==> src/hw/rtl/pcps_pkg.sv <==
// ----------------------------------------------------------------------------
// pcps_pkg
// Shared types, constants and helpers for the command poll sequencer.
// ----------------------------------------------------------------------------
package pcps_pkg;

   // slot counts and field widths
   localparam int CMD_SLOTS = 5;
   localparam int REQ_SLOTS = 5;
   localparam int SLOT_W    = 3;
   localparam int SEQ_W     = 8;
   localparam int CODE_W    = 3;
   localparam int BYTE_W    = 8;
   localparam int CNT_W     = 4;
   localparam int ADDR_W    = 3;
   localparam int DATA_W    = 32;

   // saturation value of the confirm counters
   localparam logic [CNT_W-1:0] COUNT_MAX = '1;

   // reset value of the confirm threshold
   localparam logic [CNT_W-1:0] THRESHOLD_RESET = 4'd10;

   // register index of the confirm threshold
   localparam logic REG_CONFIRM_THRESHOLD = 1'b0;

   // command slot codes
   localparam logic [SLOT_W-1:0] SLOT_BATTERY = 3'd0;
   localparam logic [SLOT_W-1:0] SLOT_ENGINE  = 3'd1;
   localparam logic [SLOT_W-1:0] SLOT_MANUAL  = 3'd2;
   localparam logic [SLOT_W-1:0] SLOT_THROTTLE = 3'd3;
   localparam logic [SLOT_W-1:0] SLOT_CHECK   = 3'd4;

   // engine code pairs
   localparam logic [CODE_W-1:0] CODE_START_A = 3'b010;
   localparam logic [CODE_W-1:0] CODE_START_B = 3'b011;
   localparam logic [CODE_W-1:0] CODE_STOP_A  = 3'b100;
   localparam logic [CODE_W-1:0] CODE_STOP_B  = 3'b101;

   // frame kinds
   localparam logic FRAME_CMD = 1'b0;
   localparam logic FRAME_REQ = 1'b1;

   // one outgoing frame
   typedef struct packed {
      logic              kind;
      logic [SLOT_W-1:0] slot;
      logic [BYTE_W-1:0] payload;
      logic              last;
   } frame_type;

   // frames of one tick handed to the output buffer
   typedef struct packed {
      logic      load;
      logic      cmd_vld;
      frame_type cmd;
      frame_type req;
   } load_type;

   // next value of a confirm counter: count up on a toggling pair, else clear
   function automatic logic [CNT_W-1:0] pair_count(
      input logic [CNT_W-1:0]  count,
      input logic [CODE_W-1:0] cur,
      input logic [CODE_W-1:0] prev,
      input logic [CODE_W-1:0] a,
      input logic [CODE_W-1:0] b
   );
      logic toggled;
      toggled = ((cur == a) && (prev == b)) || ((cur == b) && (prev == a));
      if (!toggled) begin
         return '0;
      end
      return (count == COUNT_MAX) ? COUNT_MAX : count + 1'b1;
   endfunction

   // round-robin slot advance
   function automatic logic [SLOT_W-1:0] slot_next(
      input logic [SLOT_W-1:0] cur,
      input logic [SLOT_W-1:0] top
   );
      return (cur >= top) ? '0 : cur + 1'b1;
   endfunction

endpackage

==> src/hw/rtl/pcps_csr.sv <==
// ----------------------------------------------------------------------------
// pcps_csr
// Register port holding the engine confirm threshold.
// ----------------------------------------------------------------------------
module pcps_csr (
   input  logic                          clock,
   input  logic                          reset,
   input  logic                          psel,
   input  logic                          penable,
   input  logic                          pwrite,
   input  logic [pcps_pkg::ADDR_W-1:0]   paddr,
   input  logic [pcps_pkg::DATA_W-1:0]   pwdata,
   output logic [pcps_pkg::DATA_W-1:0]   prdata,
   output logic                          pready,
   output logic [pcps_pkg::CNT_W-1:0]    threshold
);

   logic [pcps_pkg::CNT_W-1:0] threshold_ff;
   logic [pcps_pkg::CNT_W-1:0] threshold_in;
   logic                       hit;

   // address decode on paddr[2] only, one register at offset zero
   assign hit    = (paddr[2] == pcps_pkg::REG_CONFIRM_THRESHOLD);
   assign pready = 1'b1;

   // write path
   always_comb begin
      threshold_in = threshold_ff;
      if (psel && penable && pwrite && hit) begin
         threshold_in = pwdata[pcps_pkg::CNT_W-1:0];
      end
   end

   always_ff @(posedge clock) begin
      if (reset) begin
         threshold_ff <= pcps_pkg::THRESHOLD_RESET;
      end else begin
         threshold_ff <= threshold_in;
      end
   end

   // read path
   assign prdata    = hit ? {{(pcps_pkg::DATA_W-pcps_pkg::CNT_W){1'b0}}, threshold_ff} : '0;
   assign threshold = threshold_ff;

endmodule

==> src/hw/rtl/pcps_core.sv <==
// ----------------------------------------------------------------------------
// pcps_core
// Request register, sequencer state and frame generation for one tick.
// ----------------------------------------------------------------------------
module pcps_core (
   input  logic                          clock,
   input  logic                          reset,
   input  logic                          req_valid,
   output logic                          req_stall,
   input  logic [pcps_pkg::SEQ_W-1:0]    req_new_seq,
   input  logic [pcps_pkg::CODE_W-1:0]   req_engine_code,
   input  logic [pcps_pkg::BYTE_W-1:0]   req_battery_level,
   input  logic                          req_manual_mode,
   input  logic [pcps_pkg::BYTE_W-1:0]   req_throttle_pct,
   input  logic                          req_choke_closed,
   input  logic [pcps_pkg::CNT_W-1:0]    threshold,
   input  logic                          load_ok,
   output pcps_pkg::load_type            ld
);

   // request register
   logic                        in_vld_ff, in_vld_in;
   logic [pcps_pkg::SEQ_W-1:0]  in_seq_ff;
   logic [pcps_pkg::CODE_W-1:0] in_code_ff;
   logic [pcps_pkg::BYTE_W-1:0] in_batt_ff;
   logic                        in_manual_ff;
   logic [pcps_pkg::BYTE_W-1:0] in_thr_ff;
   logic                        in_choke_ff;

   // sequencer state
   logic [pcps_pkg::SEQ_W-1:0]  last_seq_ff, last_seq_in;
   logic [pcps_pkg::CODE_W-1:0] cur_code_ff, cur_code_in;
   logic [pcps_pkg::CODE_W-1:0] prev_code_ff, prev_code_in;
   logic [pcps_pkg::BYTE_W-1:0] batt_ff, batt_in;
   logic                        manual_ff, manual_in;
   logic [pcps_pkg::BYTE_W-1:0] thr_ff, thr_in;
   logic                        choke_ff, choke_in;
   logic [pcps_pkg::SLOT_W-1:0] cmd_slot_ff, cmd_slot_in;
   logic [pcps_pkg::SLOT_W-1:0] req_slot_ff, req_slot_in;
   logic                        engine_on_ff, engine_on_in;
   logic [pcps_pkg::CNT_W-1:0]  start_cnt_ff, start_cnt_in;
   logic [pcps_pkg::CNT_W-1:0]  stop_cnt_ff, stop_cnt_in;

   logic                        move;
   logic                        take;
   logic                        new_cmds;
   logic [pcps_pkg::CNT_W-1:0]  start_upd;
   logic [pcps_pkg::CNT_W-1:0]  stop_upd;

   // handshake on the request side
   assign move      = in_vld_ff && load_ok;
   assign req_stall = in_vld_ff && !load_ok;
   assign take      = req_valid && !req_stall;
   assign in_vld_in = take || (in_vld_ff && !move);

   always_ff @(posedge clock) begin
      if (reset) begin
         in_vld_ff <= 1'b0;
      end else begin
         in_vld_ff <= in_vld_in;
      end
   end

   always_ff @(posedge clock) begin
      if (take) begin
         in_seq_ff    <= req_new_seq;
         in_code_ff   <= req_engine_code;
         in_batt_ff   <= req_battery_level;
         in_manual_ff <= req_manual_mode;
         in_thr_ff    <= req_throttle_pct;
         in_choke_ff  <= req_choke_closed;
      end
   end

   // command latch on a new sequence number
   assign new_cmds     = (in_seq_ff != last_seq_ff);
   assign last_seq_in  = new_cmds ? in_seq_ff    : last_seq_ff;
   assign cur_code_in  = new_cmds ? in_code_ff   : cur_code_ff;
   assign prev_code_in = new_cmds ? cur_code_ff  : prev_code_ff;
   assign batt_in      = new_cmds ? in_batt_ff   : batt_ff;
   assign manual_in    = new_cmds ? in_manual_ff : manual_ff;
   assign thr_in       = new_cmds ? in_thr_ff    : thr_ff;
   assign choke_in     = new_cmds ? in_choke_ff  : choke_ff;

   // pair counter updates with the freshly latched codes
   assign start_upd = pcps_pkg::pair_count(start_cnt_ff, cur_code_in, prev_code_in,
                                           pcps_pkg::CODE_START_A, pcps_pkg::CODE_START_B);
   assign stop_upd  = pcps_pkg::pair_count(stop_cnt_ff, cur_code_in, prev_code_in,
                                           pcps_pkg::CODE_STOP_A, pcps_pkg::CODE_STOP_B);

   // command slot service, engine on/off control and the status request frame
   always_comb begin
      engine_on_in   = engine_on_ff;
      start_cnt_in   = start_cnt_ff;
      stop_cnt_in    = stop_cnt_ff;
      ld.load        = move;
      ld.cmd_vld     = 1'b1;
      ld.cmd.kind    = pcps_pkg::FRAME_CMD;
      ld.cmd.slot    = cmd_slot_ff;
      ld.cmd.payload = '0;
      ld.cmd.last    = 1'b0;
      ld.req.kind    = pcps_pkg::FRAME_REQ;
      ld.req.slot    = req_slot_ff;
      ld.req.payload = '0;
      ld.req.last    = 1'b1;
      case (cmd_slot_ff)
         pcps_pkg::SLOT_BATTERY: begin
            ld.cmd.payload = batt_in;
         end
         pcps_pkg::SLOT_ENGINE: begin
            ld.cmd_vld = 1'b0;
            if (!engine_on_ff) begin
               if (start_cnt_ff >= threshold) begin
                  engine_on_in   = 1'b1;
                  start_cnt_in   = '0;
                  stop_cnt_in    = stop_upd;
                  ld.cmd_vld     = 1'b1;
                  ld.cmd.payload = 8'd1;
               end else begin
                  start_cnt_in = start_upd;
               end
            end else begin
               if (stop_cnt_ff >= threshold) begin
                  engine_on_in   = 1'b0;
                  stop_cnt_in    = '0;
                  start_cnt_in   = start_upd;
                  ld.cmd_vld     = 1'b1;
                  ld.cmd.payload = 8'd0;
               end else begin
                  stop_cnt_in = stop_upd;
               end
            end
         end
         pcps_pkg::SLOT_MANUAL: begin
            ld.cmd.payload = {7'd0, manual_in};
         end
         pcps_pkg::SLOT_THROTTLE: begin
            ld.cmd.payload = thr_in;
         end
         pcps_pkg::SLOT_CHECK: begin
            ld.cmd.payload = {7'd0, choke_in};
         end
         default: begin
            ld.cmd_vld = 1'b0;
         end
      endcase
   end

   // slot advance
   assign cmd_slot_in = pcps_pkg::slot_next(cmd_slot_ff,
                                            pcps_pkg::SLOT_W'(pcps_pkg::CMD_SLOTS - 1));
   assign req_slot_in = pcps_pkg::slot_next(req_slot_ff,
                                            pcps_pkg::SLOT_W'(pcps_pkg::REQ_SLOTS - 1));

   // state registers, updated once per tick
   always_ff @(posedge clock) begin
      if (reset) begin
         last_seq_ff  <= '0;
         cur_code_ff  <= '0;
         prev_code_ff <= '0;
         batt_ff      <= '0;
         manual_ff    <= 1'b0;
         thr_ff       <= '0;
         choke_ff     <= 1'b0;
         cmd_slot_ff  <= pcps_pkg::SLOT_BATTERY;
         req_slot_ff  <= '0;
         engine_on_ff <= 1'b0;
         start_cnt_ff <= '0;
         stop_cnt_ff  <= '0;
      end else if (move) begin
         last_seq_ff  <= last_seq_in;
         cur_code_ff  <= cur_code_in;
         prev_code_ff <= prev_code_in;
         batt_ff      <= batt_in;
         manual_ff    <= manual_in;
         thr_ff       <= thr_in;
         choke_ff     <= choke_in;
         cmd_slot_ff  <= cmd_slot_in;
         req_slot_ff  <= req_slot_in;
         engine_on_ff <= engine_on_in;
         start_cnt_ff <= start_cnt_in;
         stop_cnt_ff  <= stop_cnt_in;
      end
   end

endmodule

==> src/hw/rtl/pcps_obuf.sv <==
// ----------------------------------------------------------------------------
// pcps_obuf
// Result register holding the frames of one tick, sent one per cycle unless rsp_stall is high.
// ----------------------------------------------------------------------------
module pcps_obuf (
   input  logic                          clock,
   input  logic                          reset,
   input  pcps_pkg::load_type            ld,
   output logic                          load_ok,
   output logic                          rsp_valid,
   input  logic                          rsp_stall,
   output logic                          rsp_frame_kind,
   output logic [pcps_pkg::SLOT_W-1:0]   rsp_slot,
   output logic [pcps_pkg::BYTE_W-1:0]   rsp_payload,
   output logic                          rsp_last
);

   logic                cmd_vld_ff, cmd_vld_in;
   logic                req_vld_ff, req_vld_in;
   pcps_pkg::frame_type cmd_ff;
   pcps_pkg::frame_type req_ff;
   pcps_pkg::frame_type head;
   logic                send;

   // buffer may reload once the request frame is leaving or gone
   assign send    = rsp_valid && !rsp_stall;
   assign load_ok = !cmd_vld_ff && (!req_vld_ff || send);

   // valid bits: command frame goes first, request frame last
   always_comb begin
      cmd_vld_in = cmd_vld_ff;
      req_vld_in = req_vld_ff;
      if (ld.load) begin
         cmd_vld_in = ld.cmd_vld;
         req_vld_in = 1'b1;
      end else if (send) begin
         if (cmd_vld_ff) begin
            cmd_vld_in = 1'b0;
         end else begin
            req_vld_in = 1'b0;
         end
      end
   end

   always_ff @(posedge clock) begin
      if (reset) begin
         cmd_vld_ff <= 1'b0;
         req_vld_ff <= 1'b0;
      end else begin
         cmd_vld_ff <= cmd_vld_in;
         req_vld_ff <= req_vld_in;
      end
   end

   always_ff @(posedge clock) begin
      if (ld.load) begin
         cmd_ff <= ld.cmd;
         req_ff <= ld.req;
      end
   end

   // head of buffer drives the result port
   assign head           = cmd_vld_ff ? cmd_ff : req_ff;
   assign rsp_valid      = cmd_vld_ff || req_vld_ff;
   assign rsp_frame_kind = head.kind;
   assign rsp_slot       = head.slot;
   assign rsp_payload    = head.payload;
   assign rsp_last       = head.last;

endmodule

==> src/hw/rtl/pmu_command_poll_sequencer_unit.sv <==
// ----------------------------------------------------------------------------
// pmu_command_poll_sequencer_unit
// Per-tick command slot poller with engine start/stop confirmation.
// ----------------------------------------------------------------------------
//  port group | direction | handshake          | carries
//  req_*      | in        | req_valid/stall    | one scheduler tick with commands
//  rsp_*      | out       | rsp_valid/stall    | one frame (command or status request)
//  p*         | in/out    | psel/penable/ready | confirm threshold register
//
//  a tick is taken into the request register, then, once the result register
//  can reload, updates the sequencer state and loads one or two frames there
//  frames leave one per cycle while rsp_stall is low; a tick carries a command
//  frame and the status request, or only the status request
//  the next tick is taken while the last frame of the previous one waits
//  reset clears the valid bits and the sequencer state; the threshold resets to ten
//  a stall on the result side holds the frames and then the request register
// ----------------------------------------------------------------------------
module pmu_command_poll_sequencer_unit (
   input  logic                          clock,
   input  logic                          reset,
   input  logic                          req_valid,
   output logic                          req_stall,
   input  logic [pcps_pkg::SEQ_W-1:0]    req_new_seq,
   input  logic [pcps_pkg::CODE_W-1:0]   req_engine_code,
   input  logic [pcps_pkg::BYTE_W-1:0]   req_battery_level,
   input  logic                          req_manual_mode,
   input  logic [pcps_pkg::BYTE_W-1:0]   req_throttle_pct,
   input  logic                          req_choke_closed,
   output logic                          rsp_valid,
   input  logic                          rsp_stall,
   output logic                          rsp_frame_kind,
   output logic [pcps_pkg::SLOT_W-1:0]   rsp_slot,
   output logic [pcps_pkg::BYTE_W-1:0]   rsp_payload,
   output logic                          rsp_last,
   input  logic                          psel,
   input  logic                          penable,
   input  logic                          pwrite,
   input  logic [pcps_pkg::ADDR_W-1:0]   paddr,
   input  logic [pcps_pkg::DATA_W-1:0]   pwdata,
   output logic [pcps_pkg::DATA_W-1:0]   prdata,
   output logic                          pready
);

   logic [pcps_pkg::CNT_W-1:0] threshold;
   logic                       load_ok;
   pcps_pkg::load_type         ld;

   // configuration register
   pcps_csr u_csr (
      .clock     (clock),
      .reset     (reset),
      .psel      (psel),
      .penable   (penable),
      .pwrite    (pwrite),
      .paddr     (paddr),
      .pwdata    (pwdata),
      .prdata    (prdata),
      .pready    (pready),
      .threshold (threshold)
   );

   // request register and sequencer
   pcps_core u_core (
      .clock             (clock),
      .reset             (reset),
      .req_valid         (req_valid),
      .req_stall         (req_stall),
      .req_new_seq       (req_new_seq),
      .req_engine_code   (req_engine_code),
      .req_battery_level (req_battery_level),
      .req_manual_mode   (req_manual_mode),
      .req_throttle_pct  (req_throttle_pct),
      .req_choke_closed  (req_choke_closed),
      .threshold         (threshold),
      .load_ok           (load_ok),
      .ld                (ld)
   );

   // result register
   pcps_obuf u_obuf (
      .clock          (clock),
      .reset          (reset),
      .ld             (ld),
      .load_ok        (load_ok),
      .rsp_valid      (rsp_valid),
      .rsp_stall      (rsp_stall),
      .rsp_frame_kind (rsp_frame_kind),
      .rsp_slot       (rsp_slot),
      .rsp_payload    (rsp_payload),
      .rsp_last       (rsp_last)
   );

endmodule
==> config.mk <==
export PLATFORM = sky130hd
export DESIGN_NAME = pmu_command_poll_sequencer_unit
export DESIGN_NICKNAME = d
export VERILOG_FILES = /design/src/hw/rtl/pcps_pkg.sv /design/src/hw/rtl/pcps_csr.sv /design/src/hw/rtl/pcps_core.sv /design/src/hw/rtl/pcps_obuf.sv /design/src/hw/rtl/pmu_command_poll_sequencer_unit.sv
export SDC_FILE = /design/constraint.sdc
export NUM_CORES = 1
export LEC_CHECK = 0
export ABC_AREA = 1
export BUFFER_PORTS_ARGS = -buffer_cell sky130_fd_sc_hd__buf_2
export CORE_MARGIN = 4
export CORE_UTILIZATION = 55
export DETAILED_ROUTE_END_ITERATION = 8
export GPL_ROUTABILITY_DRIVEN = 0
export PLACE_DENSITY = 0.89
export SLEW_MARGIN = 20
export SYNTH_ARGS = -nofsm -noshare
export SYNTH_HDL_FRONTEND = slang
export SYNTH_HIERARCHICAL = 1
export SYNTH_SLANG_ARGS = --single-unit
==> constraint.sdc <==
create_clock -name clock -period 3.4 [get_ports clock]
set_input_delay 0.34 -clock clock [delete_from_list [all_inputs] [get_ports clock]]
set_output_delay 0.34 -clock clock [all_outputs]
set_load 0.01 [all_outputs]
# Word-level counts from Yosys, hierarchy flattened
# Index checks and enable logic that the tools add are counted.
[classes] mux=34 n_eq_ne=17 bitwise_logic=1 reduce_logical=33 order_cmp=4 addsub=4
[ops] operator="4-bit 2-to-1 mux" n=11
[ops] operator="8-bit one-hot mux with 5 select lines" n=1
[ops] operator="3-bit by 2-bit == test with 1-bit output, second input constant" n=6
[ops] operator="8-bit 2-to-1 mux" n=2
[ops] operator="3-bit == test, second input constant" n=5
[ops] operator="1-bit 2-to-1 mux" n=14
[ops] operator="1-bit logical AND" n=13
[ops] operator="13-bit 2-to-1 mux" n=1
[ops] operator="3-bit 2-to-1 mux" n=4
[ops] operator="4-bit by 1-bit adder with 4-bit output, second input constant" n=2
[ops] operator="4-bit == test, second input constant" n=2
[ops] operator="4-bit greater-or-equal comparator" n=2
[ops] operator="8-bit != test" n=1
[ops] operator="3-bit by 1-bit adder with 3-bit output, second input constant" n=2
[ops] operator="3-bit greater-or-equal comparator, second input constant" n=2
[ops] operator="1-bit logical NOT" n=6
[ops] operator="2-bit AND reduction" n=3
[ops] operator="3-bit AND reduction" n=2
[ops] operator="1-bit logical OR" n=5
[ops] operator="2-bit != test, second input constant" n=2
[ops] operator="2-bit nonzero test" n=2
[ops] operator="4-bit OR reduction" n=1
[ops] operator="3-bit by 1-bit == test with 1-bit output, second input constant" n=1
[ops] operator="3-bit logical NOT" n=1
[ops] operator="other kinds (2)" n=2
[totals] input_bits=71 reg_bits=97

# Logic depth before layout (Yosys ltp)
[depth] depth_word=9 ltp_mapped=14

# Hierarchy
# Netlist, hierarchy kept.
[by_module_without_submodules] mod="pcps_core" area_each_um2=3766.1 n_inst=1 cells_per_inst=459
[by_module_without_submodules] mod="pcps_obuf" area_each_um2=1071.0 n_inst=1 cells_per_inst=79
[by_module_without_submodules] mod="pcps_csr" area_each_um2=454.2 n_inst=1 cells_per_inst=68

# Worst setup path after synthesis
# OpenSTA, ideal clock, no wires.
[synth_timing] kind="register to register" from="reg u_obuf.cmd_vld_ff" to="reg u_core/in_batt_ff[0] (netlist name) (enable)" path_stages_with_launch=8 t_arrival_ns=2.101 setup_ns=0.415 slack_ns=0.884 path_cell_list="dfxtp_1 > buf_6 > clkbuf_8 > a21oi_2 > inv_1 > nand2_1 > inv_1 > nor2_1"
[synth_via] elab_chain_cells=8 elab_cells_between_ends=9 cone_classes="reduce/logical (9)"
[synth_rtl] element="start, declared" line="pcps_obuf.sv:18" source="logic cmd_vld_ff, cmd_vld_in;"
[synth_rtl] element="start signal, assigned" line="pcps_obuf.sv:50" source="cmd_vld_ff <= cmd_vld_in;"
[synth_rtl] element="1-bit logical OR" line="pcps_obuf.sv:64" source="assign rsp_valid = cmd_vld_ff || req_vld_ff;"
[synth_rtl] element="1-bit logical AND" line="pcps_obuf.sv:26" source="assign send = rsp_valid && !rsp_stall;"
[synth_rtl] element="1-bit logical OR" line="pcps_obuf.sv:27" source="assign load_ok = !cmd_vld_ff && (!req_vld_ff || send);"
[synth_rtl] element="1-bit logical AND (*)" line="pcps_obuf.sv:27"
[synth_rtl] element="net load_ok" line="pmu_command_poll_sequencer_unit.sv:45" source="logic load_ok;"
[synth_rtl] element="1-bit logical NOT (*)" line="pcps_core.sv:52" source="assign req_stall = in_vld_ff && !load_ok;"
[synth_rtl] element="1-bit logical AND (*)" line="pcps_core.sv:52"
[synth_rtl] element="net req_stall" line="pmu_command_poll_sequencer_unit.sv:22" source="output logic req_stall,"
[synth_rtl] element="1-bit logical NOT (*)" line="pcps_core.sv:53" source="assign take = req_valid && !req_stall;"
[synth_rtl] element="1-bit logical AND (*)" line="pcps_core.sv:53"
[synth_rtl] element="net u_core.take" line="pcps_core.sv:45" source="logic take;"
[synth_rtl] element="end signal, assigned" line="pcps_core.sv:68" source="in_batt_ff <= req_battery_level;"
[synth_rtl] element="end, declared" line="pcps_core.sv:25" source="logic [pcps_pkg::BYTE_W-1:0] in_batt_ff;"
# The timed path passes the listed nets; every way through them passes the cells marked *.
# A chain may end at the register's enable or synchronous reset.

# Worst setup path in the final report
[layout_timing] from="reg u_core/in_seq_ff[2] (netlist name)" to="reg u_core/batt_ff[7] (netlist name)"
[layout_via] elab_chain_cells=2
[layout_rtl] element="start, declared" line="pcps_core.sv:23" source="logic [pcps_pkg::SEQ_W-1:0] in_seq_ff;"
[layout_rtl] element="start signal, assigned" line="pcps_core.sv:66" source="in_seq_ff <= req_new_seq;"
[layout_rtl] element="8-bit != test" line="pcps_core.sv:76" source="assign new_cmds = (in_seq_ff != last_seq_ff);"
[layout_rtl] element="8-bit 2-to-1 mux" line="pcps_core.sv:80" source="assign batt_in = new_cmds ? in_batt_ff : batt_ff;"
[layout_rtl] element="end signal, assigned" line="pcps_core.sv:174" source="batt_ff <= batt_in;"
[layout_rtl] element="end, declared" line="pcps_core.sv:34" source="logic [pcps_pkg::BYTE_W-1:0] batt_ff, batt_in;"
# Every way passes these cells.

==> reports/qor.txt <==
critical path required time -> 3660 ps
Seq. cell area -> 2730 um^2
Cell Chain, Critical Path -> xnor2_1 > nand2_2 > nor2_4 > nand2_2 > nand2_2 > inv_2 > o21ai_0 > nor2_1
slew margin rel. -> 44.0%
top cells by area, synth -> edfxtp_1, dfxtp_1, nand2_1
status -> completed
first-pass GRT wire length -> 16300 um
RSZ-0062 raised after global routing -> false
Critical-path top delay cell -> nand2_2
Yosys cell types -> 35
vias in the first global route -> 3817
Iter 0 DRT Violations -> 300
fillcell total -> 772
VDD IR max -> 0.301 mV
P&R area growth vs syn -> 7.09%
Slew Limit Fails -> 0
Total GRT Usage -> 17.6%
post-DR vias/cell -> 5.11
crit path from -> u_core/in_seq_ff[2]$_DFFE_PP_
fin nets -> 742
share of cells above drive strength 1 -> 15.9%
Starting Density -> 57.0%
Post-Syn Area -> 5290 um^2
Reg-to-Reg Start -> u_core/in_seq_ff[2]$_DFFE_PP_
synthesized instance count -> 606
Pwr Density -> 461 nW/um^2
Clock Sinks -> 109
Rows -> 35
antenna violations before repair -> 0
Syn. warnings -> 6
Crit path top cell by count -> nand2_2
CTS Root Cell -> clkbuf_8
I/O pins -> 119
crit-path max FO -> 36
Remaining Overflow, GRT -> 0
FMAX -> 378 MHz
sequential element share of the synthesized area -> 51.6%
Die Wd -> 106 um
min-delay src -> req_new_seq[3]
CP Class -> flip-flop to flip-flop
Routed WL per cell -> 12.4 um
TritonCTS Buffers -> 9
Worst EP arrival -> 2910 ps
largest net degree at the start of global routing -> 37
hold buffer count at CTS -> 0
Setup TNS -> 0 ps
Final HPWL DP -> 6880 um
First-pass DRT Iterations -> 5
# port buffers -> 59
post-layout min period -> 2650 ps
P_leak -> 0.00254 uW
startpoint types -> flip-flop
Tightest Pin Transition -> 839 ps
setup bufs post-CTS -> 0
register bit total from synthesis -> 109
Die Area -> 11300 um^2
Worst Path Buf+Inv -> 1
area of the multi-input gates -> 2030 um^2
worst skew pair latency -> 370 ps
post-synth top area cell -> edfxtp_1
Min-Delay Path Class -> input port to flip-flop
Clock transition at path regs -> 100 ps
CP Capture Type -> flip-flop
CTS tree -> done
crit share post-route -> 77.9%
Total Power -> 2610 uW
max-cap violation count -> 0
Worst Skew -> 9.28 ps
DRC -> 0
diodes inserted -> 0
total vias in the final route -> 4032
H-tree depth -> 3
antenna viol nets, final -> 0
post-cts gate resize count -> 0
synthesized area per cell -> 8.73 um^2
Clock Path Buffers -> 2
Die H -> 106 um
final wirelength -> 9820 um
max incr delay on CP -> 630 ps
crit-path leading delay family -> simple AND/OR/NAND/NOR gates
Synth top area share -> 31.2%
Core ar. -> 9280 um^2
Final Hold Fails -> 0
count of final setup violators -> 0
layout by cell type, fill, tap and decap left out, types with 4 or more instances in the layout:
cell / count
nand4_1: 6
buf_2: 59
nand2_1: 111
ha_1: 16
o21ai_0: 50
nor2_2: 5
nand2_2: 12
edfxtp_1: 55
a211oi_1: 7
clkbuf_8: 9
dfxtp_1: 54
nor2_1: 76
a21oi_1: 31
xnor2_1: 4
nand3_1: 31
o22ai_1: 7
inv_1: 54
conb_1: 41
sequential cells by signal (all words and copies together), names as in the netlist, 3 cells and up:
signal / count
u_core/req_slot_ff: 3
u_core/prev_code_ff: 3
u_core/thr_ff: 8
u_core/in_seq_ff: 8
u_core/stop_cnt_ff: 4
u_obuf/req_ff: 13
u_core/in_batt_ff: 8
u_core/last_seq_ff: 8
u_core/batt_ff: 8
u_core/start_cnt_ff: 4
u_obuf/cmd_ff: 13
u_csr/threshold: 4
u_core/in_code_ff: 3
u_core/in_thr_ff: 8
u_core/cur_code_ff: 3
u_core/cmd_slot_ff: 3
Yosys cell counts (all sizes together):
library cell and number:
nand4 6, or2 3, conb 4, dfxtp 54, nand2 124, xnor2 4
o221ai 1, edfxtp 55, o21bai 2, clkbuf 8, inv 58, nand3b 3
o22ai 7, o21ai 53, nor2 84, a211oi 7, o211ai 1, ha 16
buf 53, nand3 31, a21oi 32
final timing paths:
kind | cells past startpoint | slack [ps] | to
hold / removal | 1 | 140 | u_core/in_seq_ff[3]$_DFFE_PP_
setup reg to reg | 8 | 750 | u_core/batt_ff[7]$_SDFFE_PP0P_
setup / recovery | 8 | 750 | u_core/batt_ff[7]$_SDFFE_PP0P_
hold reg to reg | 0 | 450 | u_obuf/req_ff[11]$_DFFE_PP_
per-stage QoR:
| stage | setup WS (ps) | utilization [%] | std cells | area [um^2] | hold slack (ps) |
|---|---|---|---|---|---|
| after detailed placement | 826 | 58.9 | 773 | 5470 | 430 |
| after floorplan | 884 | - | 643 | 5430 | 408 |
| after global placement | 950 | 58.9 | 773 | 5470 | 415 |
| final | 752 | 61.0 | 789 | 5670 | 144 |
| after CTS | 796 | 61.0 | 789 | 5670 | 129 |
| after global routing | 458 | 61.0 | 789 | 5670 | 122 |
area by class of cell:
class | count | area share (%)
Clock buffer | 10 | 2.25
Clock inverter | 6 | 1.26
Inverter | 58 | 3.93
Multi-Input combinational cell | 415 | 35.9
Sequential cell | 109 | 48.2
Tap cell | 129 | 2.85
Timing Repair Buffer | 62 | 5.61
cell families after synthesis:
| family | synth area share (%) |
|---|---|
| compound gates | 10.5 |
| xor+xnor | 0.662 |
| fa+ha+maj | 3.78 |
| buf+inv | 12.6 |
| flops | 51.6 |
| other cells | 0.284 |
| simple gates | 20.5 |
routing by layer:
layer / global-route usage (%) / share of wire (%)
met5: 0 / 0
met4: 7.22 / 1.8
met3: 4.31 / 7.5
met2: 30.2 / 49
met1: 21.2 / 42
worst reg2reg max path, stage by stage, from the launching register on:
cell and delay, ps:
edfxtp_1 420, xnor2_1 190, nand2_2 110, nor2_4 120, nand2_2 340, nand2_2 640, inv_2 360, o21ai_0 310
nor2_1 70
power by group:
group          switching [uW]  internal, uW  total (uW)
Clock                     435           349         784
Combinational             205           103         308
Sequential               45.3          1470        1520
Power figures use the tool's default switching activity.
